### config.mk
export PLATFORM = sky130hd
export DESIGN_NAME = translation_entry_cache_lru_unit
export DESIGN_NICKNAME = d
export VERILOG_FILES = /design/src/hdl/tecl_pkg.sv /design/src/hdl/tecl_ram.sv /design/src/hdl/tecl_cmp.sv /design/src/hdl/translation_entry_cache_lru_unit.sv
export VERILOG_INCLUDE_DIRS = /design/src /design/src/hdl
export SDC_FILE = /design/constraint.sdc
export NUM_CORES = 2
export LEC_CHECK = 0
export BUFFER_PORTS_ARGS = -buffer_cell sky130_fd_sc_hd__buf_4
export CAP_MARGIN = 20
export CELL_PAD_IN_SITES_DETAIL_PLACEMENT = 2
export CELL_PAD_IN_SITES_GLOBAL_PLACEMENT = 2
export CORE_MARGIN = 2
export CORE_UTILIZATION = 45
export DETAILED_ROUTE_END_ITERATION = 16
export GPL_ROUTABILITY_DRIVEN = 0
export GPL_TIMING_DRIVEN = 1
export PLACE_DENSITY = 0.81
export SKIP_LAST_GASP = 1
export SLEW_MARGIN = 20
export SYNTH_ARGS = -nofsm -noshare
export SYNTH_HDL_FRONTEND = slang
export SYNTH_HIERARCHICAL = 1
export SYNTH_SLANG_ARGS = --single-unit
### constraint.sdc
create_clock -name i_clk -period 20.7 [get_ports i_clk]
set_input_delay 4.14 -clock i_clk [delete_from_list [all_inputs] [get_ports i_clk]]
set_output_delay 4.14 -clock i_clk [all_outputs]
set_load 0.05 [all_outputs]
### src/hdl/translation_entry_cache_lru_unit_assert.svh
// ----------------------------------------------------------------------------
// Assertion macros for the translation entry cache
// Immediate-implication and next-cycle-implication property wrappers.
// ----------------------------------------------------------------------------
`ifndef TRANSLATION_ENTRY_CACHE_LRU_UNIT_ASSERT_SVH
`define TRANSLATION_ENTRY_CACHE_LRU_UNIT_ASSERT_SVH

`ifndef SYNTHESIS
`define TECL_ASSERT_NOW(label, clk, rst_n, ante, cons) \
    label: assert property (@(posedge clk) disable iff (!(rst_n)) (ante) |-> (cons)) \
        else $error("cache assertion failed");
`define TECL_ASSERT_NEXT(label, clk, rst_n, ante, cons) \
    label: assert property (@(posedge clk) disable iff (!(rst_n)) (ante) |=> (cons)) \
        else $error("cache assertion failed");
`else
`define TECL_ASSERT_NOW(label, clk, rst_n, ante, cons)
`define TECL_ASSERT_NEXT(label, clk, rst_n, ante, cons)
`endif

`endif

### src/hdl/tecl_pkg.sv
// ----------------------------------------------------------------------------
// tecl_pkg
// Types and codes shared by the translation entry cache modules.
// ----------------------------------------------------------------------------
`timescale 1ns / 1ps

package tecl_pkg;

    typedef enum logic [1:0] {
        OP_LOOKUP = 2'd0,
        OP_INSERT = 2'd1,
        OP_INVAL  = 2'd2,
        OP_NONE   = 2'd3
    } t_op;

    typedef enum logic [1:0] {
        ST_IDLE,
        ST_SCAN,
        ST_WRITE,
        ST_RESULT
    } t_state;

    typedef struct packed {
        logic [1:0]  opcode;
        logic [63:0] virtual_address;
        logic [63:0] root_address;
        logic [63:0] entry_data;
    } t_in_beat;

    typedef struct packed {
        logic        hit;
        logic [63:0] entry_out;
    } t_out_beat;

    typedef struct packed {
        logic [63:0] va;
        logic [63:0] root;
        logic [63:0] data;
        logic [63:0] stamp;
    } t_entry;

    typedef struct packed {
        logic va_eq;
        logic root_eq;
        logic stamp_lt;
    } t_cmp_res;

endpackage

### src/hdl/tecl_ram.sv
// ----------------------------------------------------------------------------
// tecl_ram
// Generic single-write, single-read RAM with registered read data.
// ----------------------------------------------------------------------------
`timescale 1ns / 1ps

module tecl_ram #(
    parameter int WIDTH = 256,
    parameter int DEPTH = 16
) (
    input  logic                                    i_clk,
    input  logic                                    i_we,
    input  logic [((DEPTH > 1) ? $clog2(DEPTH) : 1)-1:0] i_waddr,
    input  logic [WIDTH-1:0]                        i_wdata,
    input  logic [((DEPTH > 1) ? $clog2(DEPTH) : 1)-1:0] i_raddr,
    output logic [WIDTH-1:0]                        o_rdata
);

    logic [WIDTH-1:0] r_mem [DEPTH];
    logic [WIDTH-1:0] r_rdata;

    always_ff @(posedge i_clk) begin
        if (i_we) begin
            r_mem[i_waddr] <= i_wdata;
        end
        r_rdata <= r_mem[i_raddr];
    end

    assign o_rdata = r_rdata;

endmodule

### src/hdl/tecl_cmp.sv
// ----------------------------------------------------------------------------
// tecl_cmp
// Shared compare unit: tag equality and stamp ordering for one entry.
// ----------------------------------------------------------------------------
`timescale 1ns / 1ps

module tecl_cmp (
    input  tecl_pkg::t_entry   i_entry,
    input  logic [63:0]        i_va,
    input  logic [63:0]        i_root,
    input  logic [63:0]        i_best_stamp,
    output tecl_pkg::t_cmp_res o_res
);

    import tecl_pkg::*;

    always_comb begin
        o_res.va_eq    = (i_entry.va == i_va);
        o_res.root_eq  = (i_entry.root == i_root);
        o_res.stamp_lt = (i_entry.stamp < i_best_stamp);
    end

endmodule

### src/hdl/translation_entry_cache_lru_unit.sv
// ----------------------------------------------------------------------------
// translation_entry_cache_lru_unit
// Fully associative page-table entry cache with LRU replacement.
//
//   beat     dir  handshake                 payload
//   in       in   i_in_valid / o_in_stall   i_in_beat  (opcode, tags, data)
//   out      out  o_out_valid / i_out_stall o_out_beat (hit, entry_out)
//
// Entries sit in one RAM and are scanned one per cycle through a single
// compare unit. A lookup stops at its first hit; a miss or an invalidate
// scans every slot. An insert stops at the first free slot, if any.
// An unused opcode goes straight to the result step. Reset clears valid
// bits and the access counter. One result waits in the output register;
// a held result stalls the next item only at its result step.
// ----------------------------------------------------------------------------
`timescale 1ns / 1ps
`include "translation_entry_cache_lru_unit_assert.svh"

module translation_entry_cache_lru_unit #(
    parameter int ENTRIES = 16
) (
    input  logic                i_clk,
    input  logic                i_rst_n,
    input  logic                i_in_valid,
    output logic                o_in_stall,
    input  tecl_pkg::t_in_beat  i_in_beat,
    output logic                o_out_valid,
    input  logic                i_out_stall,
    output tecl_pkg::t_out_beat o_out_beat
);

    import tecl_pkg::*;

    localparam int IDX_W = (ENTRIES > 1) ? $clog2(ENTRIES) : 1;
    localparam logic [IDX_W-1:0] LAST = IDX_W'(ENTRIES - 1);

    t_state             r_state, n_state;
    t_op                r_op;
    logic [63:0]        r_va, r_root, r_data;
    logic [ENTRIES-1:0] r_valid;
    logic [63:0]        r_cnt;
    logic [IDX_W-1:0]   r_rd_idx, r_chk_idx, r_best_idx;
    logic               r_issue_done, r_chk_vld, r_have_best;
    logic [63:0]        r_best_stamp;
    logic               r_hit;
    logic [63:0]        r_entry;
    logic               r_out_valid;
    t_out_beat          r_out_beat;

    logic               in_acc, out_free;
    logic               chk_vbit, chk_hit, chk_last;
    logic [63:0]        cnt_inc;
    logic               ram_we;
    logic [IDX_W-1:0]   ram_waddr;
    t_entry             ram_wdata, ram_rdata;
    t_cmp_res           cmp;

    tecl_ram #(
        .WIDTH ($bits(t_entry)),
        .DEPTH (ENTRIES)
    ) u_ram (
        .i_clk   (i_clk),
        .i_we    (ram_we),
        .i_waddr (ram_waddr),
        .i_wdata (ram_wdata),
        .i_raddr (r_rd_idx),
        .o_rdata (ram_rdata)
    );

    tecl_cmp u_cmp (
        .i_entry      (ram_rdata),
        .i_va         (r_va),
        .i_root       (r_root),
        .i_best_stamp (r_best_stamp),
        .o_res        (cmp)
    );

    assign in_acc   = i_in_valid && (r_state == ST_IDLE);
    assign out_free = !r_out_valid || !i_out_stall;
    assign chk_vbit = r_valid[r_chk_idx];
    assign chk_hit  = chk_vbit && cmp.va_eq && cmp.root_eq;
    assign chk_last = (r_chk_idx == LAST);
    assign cnt_inc  = r_cnt + 64'd1;

    // next state
    always_comb begin
        n_state = r_state;
        unique case (r_state)
            ST_IDLE: begin
                if (in_acc) begin
                    n_state = (t_op'(i_in_beat.opcode) == OP_NONE) ? ST_RESULT : ST_SCAN;
                end
            end
            ST_SCAN: begin
                if (r_chk_vld) begin
                    priority if (r_op == OP_LOOKUP && chk_hit) begin
                        n_state = ST_RESULT;
                    end else if (r_op == OP_INSERT && !chk_vbit) begin
                        n_state = ST_WRITE;
                    end else if (chk_last) begin
                        n_state = (r_op == OP_INSERT) ? ST_WRITE : ST_RESULT;
                    end
                end
            end
            ST_WRITE: begin
                n_state = ST_RESULT;
            end
            ST_RESULT: begin
                if (out_free) begin
                    n_state = ST_IDLE;
                end
            end
            default: n_state = ST_IDLE;
        endcase
    end

    // outputs and RAM controls
    always_comb begin
        o_in_stall = (r_state != ST_IDLE);
        ram_we     = 1'b0;
        ram_waddr  = r_best_idx;
        ram_wdata  = '{va: r_va, root: r_root, data: r_data, stamp: cnt_inc};
        unique case (r_state)
            ST_SCAN: begin
                ram_waddr = r_chk_idx;
                ram_wdata = '{va: r_va, root: r_root, data: ram_rdata.data, stamp: cnt_inc};
                ram_we    = r_chk_vld && (r_op == OP_LOOKUP) && chk_hit;
            end
            ST_WRITE: begin
                ram_we = 1'b1;
            end
            ST_IDLE, ST_RESULT: begin
                ram_we = 1'b0;
            end
            default: ram_we = 1'b0;
        endcase
    end

    always_ff @(posedge i_clk) begin
        if (!i_rst_n) begin
            r_state      <= ST_IDLE;
            r_valid      <= '0;
            r_cnt        <= '0;
            r_out_valid  <= 1'b0;
            r_chk_vld    <= 1'b0;
            r_issue_done <= 1'b0;
            r_have_best  <= 1'b0;
            r_hit        <= 1'b0;
        end else begin
            r_state <= n_state;
            if ((r_state == ST_RESULT) && out_free) begin
                r_out_valid <= 1'b1;
                r_out_beat  <= '{hit: r_hit, entry_out: r_entry};
            end else if (r_out_valid && !i_out_stall) begin
                r_out_valid <= 1'b0;
            end
            unique case (r_state)
                ST_IDLE: begin
                    if (in_acc) begin
                        r_op         <= t_op'(i_in_beat.opcode);
                        r_va         <= i_in_beat.virtual_address;
                        r_root       <= i_in_beat.root_address;
                        r_data       <= i_in_beat.entry_data;
                        r_rd_idx     <= '0;
                        r_issue_done <= 1'b0;
                        r_chk_vld    <= 1'b0;
                        r_have_best  <= 1'b0;
                        r_hit        <= 1'b0;
                        r_entry      <= '0;
                    end
                end
                ST_SCAN: begin
                    if (!r_issue_done) begin
                        r_chk_idx <= r_rd_idx;
                        if (r_rd_idx == LAST) begin
                            r_issue_done <= 1'b1;
                        end else begin
                            r_rd_idx <= r_rd_idx + IDX_W'(1);
                        end
                    end
                    r_chk_vld <= !r_issue_done && (n_state == ST_SCAN);
                    if (r_chk_vld) begin
                        unique case (r_op)
                            OP_LOOKUP: begin
                                if (chk_hit) begin
                                    r_hit   <= 1'b1;
                                    r_entry <= ram_rdata.data;
                                    r_cnt   <= cnt_inc;
                                end
                            end
                            OP_INSERT: begin
                                priority if (!chk_vbit) begin
                                    r_best_idx <= r_chk_idx;
                                end else if (!r_have_best || cmp.stamp_lt) begin
                                    r_best_idx   <= r_chk_idx;
                                    r_best_stamp <= ram_rdata.stamp;
                                    r_have_best  <= 1'b1;
                                end
                            end
                            OP_INVAL: begin
                                if (chk_vbit && cmp.root_eq) begin
                                    r_valid[r_chk_idx] <= 1'b0;
                                end
                            end
                            OP_NONE: begin
                            end
                            default: begin
                            end
                        endcase
                    end
                end
                ST_WRITE: begin
                    r_valid[r_best_idx] <= 1'b1;
                    r_cnt               <= cnt_inc;
                end
                ST_RESULT: begin
                end
                default: begin
                end
            endcase
        end
    end

    assign o_out_valid = r_out_valid;
    assign o_out_beat  = r_out_beat;

    `TECL_ASSERT_NEXT(a_result_posted, i_clk, i_rst_n, (r_state == ST_RESULT) && out_free, o_out_valid)
    `TECL_ASSERT_NEXT(a_counter_step, i_clk, i_rst_n, 1'b1, (r_cnt == $past(r_cnt)) || (r_cnt == $past(r_cnt) + 64'd1))
    `TECL_ASSERT_NEXT(a_inval_no_set, i_clk, i_rst_n, (r_state == ST_SCAN) && (r_op == OP_INVAL), $countones(r_valid) <= $past($countones(r_valid)))
    `TECL_ASSERT_NEXT(a_insert_sets_valid, i_clk, i_rst_n, r_state == ST_WRITE, r_valid[$past(r_best_idx)])
    `TECL_ASSERT_NOW(a_hit_only_lookup, i_clk, i_rst_n, r_hit, (r_op == OP_LOOKUP))

endmodule
==> results of run 1 <==
metrics by stage:
step / hold WS [ps] / cells
3_5_place_dp: 408.3 / 13570
3_3_place_gp: 405.0 / 13570
2_1_floorplan: 399.5 / 8256
kinds of logic after synthesis:
family / count (synthesis) / share of synthesized area (%)
flops: 4838 / 78.88
fa+ha+maj: 65 / 0.4523
compound gates: 776 / 3.160
xor+xnor: 225 / 1.096
buf+inv: 486 / 1.297
mux: 1122 / 13.07
simple gates: 744 / 2.044
==> out/metrics.csv, run 1 <==
metric,value,unit
DP Wirelength,397800,microns
H-tree depth,5,
Die Wd,636.1,microns
CTS sink cnt,4838,
DP Area,188600,sq um
CTS resizes,0,
First Err,[ERROR DPL-0033] detailed placement checks failed during check placement.,
Synth cell types,71,
post-synthesis sequential area ratio,78.88,%
cts hold-fix bufs,0,
number of buffers added on ports,264,
Starting Density,45.12,%
"EDFF count, synth",4495,
Yosys reg bits,4838,
syn nets,8519,
ranking of synthesized cells by area,"edfxtp_1 (75%), mux4_2 (12%), dfxtp_1 (3.8%)",
largest area contributor in the netlist,edfxtp_1,
Mean Syn Cell Area,21.78,sq um
Synth warnings,6,
CTS Buffer Depth,4,
post-synthesis cell count,8256,
Root Buffer,clkbuf_16,
post-place setup slack,10030,ps
IO Count,265,
status,stopped before the end,
Post-Synthesis Cell Area,179800,sq um
prevailing post-synth register cell,edfxtp_1,
Synth top cells by count,"edfxtp_1 (4495), mux4_2 (970), a22oi_1 (452), dfxtp_1 (343), nand2_1 (290)",
DIE HEIGHT,636.1,microns
post-synth top area share,75.06,%
last step reached,clock tree synthesis,
ys async rst share,0,%
FP Rows,232,
setup bufs post-CTS,0,
most frequent cell after synthesis,edfxtp_1,
TritonCTS Buffers,475,
==> run 2: changes to the inputs <==
--- a/config.mk
+++ b/config.mk
@@ -8,14 +8,12 @@
 export LEC_CHECK = 0
 export BUFFER_PORTS_ARGS = -buffer_cell sky130_fd_sc_hd__buf_4
 export CAP_MARGIN = 20
-export CELL_PAD_IN_SITES_DETAIL_PLACEMENT = 2
-export CELL_PAD_IN_SITES_GLOBAL_PLACEMENT = 2
 export CORE_MARGIN = 2
-export CORE_UTILIZATION = 45
+export CORE_UTILIZATION = 35
 export DETAILED_ROUTE_END_ITERATION = 16
 export GPL_ROUTABILITY_DRIVEN = 0
 export GPL_TIMING_DRIVEN = 1
-export PLACE_DENSITY = 0.81
+export PLACE_DENSITY_LB_ADDON = 0.15
 export SKIP_LAST_GASP = 1
 export SLEW_MARGIN = 20
 export SYNTH_ARGS = -nofsm -noshare
==> constraint.sdc (replaced) <==
create_clock -name i_clk -period 26.9 [get_ports i_clk]
set_input_delay 5.38 -clock i_clk [delete_from_list [all_inputs] [get_ports i_clk]]
set_output_delay 5.38 -clock i_clk [all_outputs]
set_load 0.05 [all_outputs]
==> run 2 against run 1 <==
The run now ends clean; synthesized cell count unchanged; synthesized area is the same.
==> out/metrics.csv, run 2 <==
metric,value,unit,change
syn nets,8519,,unchanged
M1 WL,227500,microns,
Hold Path Class,reg2reg,,
CTS sink cnt,4838,,unchanged
H-tree depth,6,,+1
"commonest non-fill, non-tap cells in the layout","edfxtp_1 (4495), mux4_2 (970), clkbuf_16 (548)",,
Crit path required time,27550,ps,
post-synthesis sequential area ratio,78.88,%,unchanged
fin crit period,9040,ps,
P_leak,0.06675,uW,
drt first-iter violations,8004,,
Slew HR,22.50,%,
CTS Buffer Depth,4,,unchanged
IO Count,265,,unchanged
final WL,497600,microns,
drt pass-1 iters,5,,
DP Area,190700,sq um,+1.1%
met3 WL,23130,microns,
"commonest non-fill, non-tap cell in the layout",edfxtp_1,,
most frequent cell after synthesis,edfxtp_1,,
cts hold-fix bufs,0,,unchanged
Layout area overhead,15.68,%,
fin area,208000,sq um,
setup bufs post-CTS,0,,unchanged
Yosys reg bits,4838,,unchanged
Max Freq,110.6,MHz,
vias,86240,,
"EDFF count, synth",4495,,unchanged
final setup TNS,0,ps,
critical path class,reg2reg,,
nets@finish,9129,,
Die Wd,720.8,microns,+13%
CTS resizes,0,,unchanged
first-pass GRT wire length,700300,microns,
Synth warnings,6,,unchanged
Starting Density,35.10,%,-10 points
remaining global-route overflow,0,,
CP endpoint kind,register,,
CTS tree,yes,,
DIE HEIGHT,720.8,microns,+13%
Reg with most FFs,u_ram/r_mem,,
Worst setup SP type,register,,
Routed Antenna Nets,0,,
Root Buffer,clkbuf_16,,
largest area contributor in the netlist,edfxtp_1,,
Post-Synthesis Cell Area,179800,sq um,unchanged
status,"finished, final reports clean",,
clock slew at reported path FFs,60,ps,
number of buffers added on ports,264,,unchanged
post-synth top area share,75.06,%,unchanged
Die Area,519500,sq um,
Setup Skew,72.95,ps,
Final Hold Fails,0,,
Worst-Margin Slew,1163,ps,
number of antenna violations at the first check in global routing,32,,
fin crit share,33.61,%,
Worst EP arrival,9690,ps,
pwr dens,80.09,nW/um^2,
CP max FO,46,,
vias in the first global route,90050,,
uppermost layer routed,met5,,
ys async rst share,0,%,unchanged
max-cap viol count,0,,
ranking of synthesized cells by area,"edfxtp_1 (75%), mux4_2 (12%), dfxtp_1 (3.8%)",,
Vias/cell,5.365,,
Global Route Usage Sum,18.79,%,
DR WL/cell,30.96,microns,
core area,512400,sq um,
Mean Syn Cell Area,21.78,sq um,unchanged
TritonCTS Buffers,534,,+12%
Slew Limit Fails,0,,
layout cells sized above 1,26.08,%,
prevailing post-synth register cell,edfxtp_1,,
WL met2,238200,microns,
VDD IR max,0.06985,mV,
RSZ-0062 raised after global routing,false,,
Worst-Skew Late Latency,1070,ps,
Synth cell types,71,,unchanged
FP Rows,263,,+13%
post-synthesis cell count,8256,,unchanged
largest net degree at the start of global routing,114,,
DP Wirelength,263000,microns,-34%
Synth top cells by count,"edfxtp_1 (4495), mux4_2 (970), a22oi_1 (452), dfxtp_1 (343), nand2_1 (290)",,
max reg flops,4096,,
# DRC,0,,
setup violators final,0,,
-- run 2: path summary, 6_finish.rpt --
kind          startpoint  slack [ps]  depth (start not counted)                    to
min reg2reg  r_entry[46]         420                          0        o_out_beat[46]
min          r_entry[46]         420                          0        o_out_beat[46]
max reg2reg     r_va[11]       17860                         16  u_ram/r_mem[15][178]
max             r_va[11]       17860                         16  u_ram/r_mem[15][178]
-- run 2: cell type report --
class / instances / area, sq um
Tap cell: 6757 / 8454
Clock buffer: 747 / 14910
Timing Repair Buffer: 484 / 3965
Inverter: 76 / 285.3
Sequential cell: 4838 / 141800
Multi-Input combinational cell: 2932 / 36260
Fill cell: 44910 / 304300
Antenna cell: 6 / 15.01
Clock inverter: 236 / 2293
-- run 2: per-layer routing --
layer  vias to the layer above  track usage [%]
li1                      35580                -
met3                       573            2.363
met5                         -                0
met2                      2272            30.51
met1                     47810            27.46
met4                         6            3.484
-- run 2: through the flow --
stage | setup WS (ps) | cells | power [uW] | util, % | hold WS, ps
6_report | 17860 | 16080 | 16660 | 40.60 | 416.9
5_1_grt | 17310 | 16070 | 17210 | 40.60 | 425.2
4_1_cts | 17650 | 16070 | 16860 | 40.57 | 419.1
3_5_place_dp | 17700 | 15090 | 9682 | 37.21 | 406.8
3_3_place_gp | 15990 | 15080 | 9677 | 37.20 | 404.7
2_1_floorplan | 5264 | 8256 | 9253 | - | 399.5
-- run 2: logic make-up (layout without fill, tap and decap cells) --
kind of cell | after synthesis | count (layout) | synth area share (%)
compound gates | 776 | 776 | 3.160
xor+xnor | 225 | 225 | 1.096
fa+ha+maj | 65 | 65 | 0.4523
buf+inv | 486 | 1543 | 1.297
flops | 4838 | 4838 | 78.88
mux | 1122 | 1122 | 13.07
other cells | 0 | 6 | 0
simple gates | 744 | 744 | 2.044
-- run 2: worst max-delay path, stage by stage, from the launching register on --
cell       delay (ps)
edfxtp_1          600
xor2_1            250
nor4_1            710
nand4_1           560
nor4_4            480
buf_8             220
nand4bb_1         250
a2111oi_0         610
a22oi_2           250
and2_1            200
buf_4             250
inv_1             530
nand3_1           410
nor2_4            770
buf_4             780
buf_4             930
buf_4             670
-- run 2: report_power, final --
part           switching (uW)  leakage, uW  total, uW  internal, uW
clock network            2990      0.00838       7160          4170
registers                93.7       0.0437       8460          8370
logic                     649       0.0147       1040           391
No activity file was read; power rests on OpenSTA's default activity.
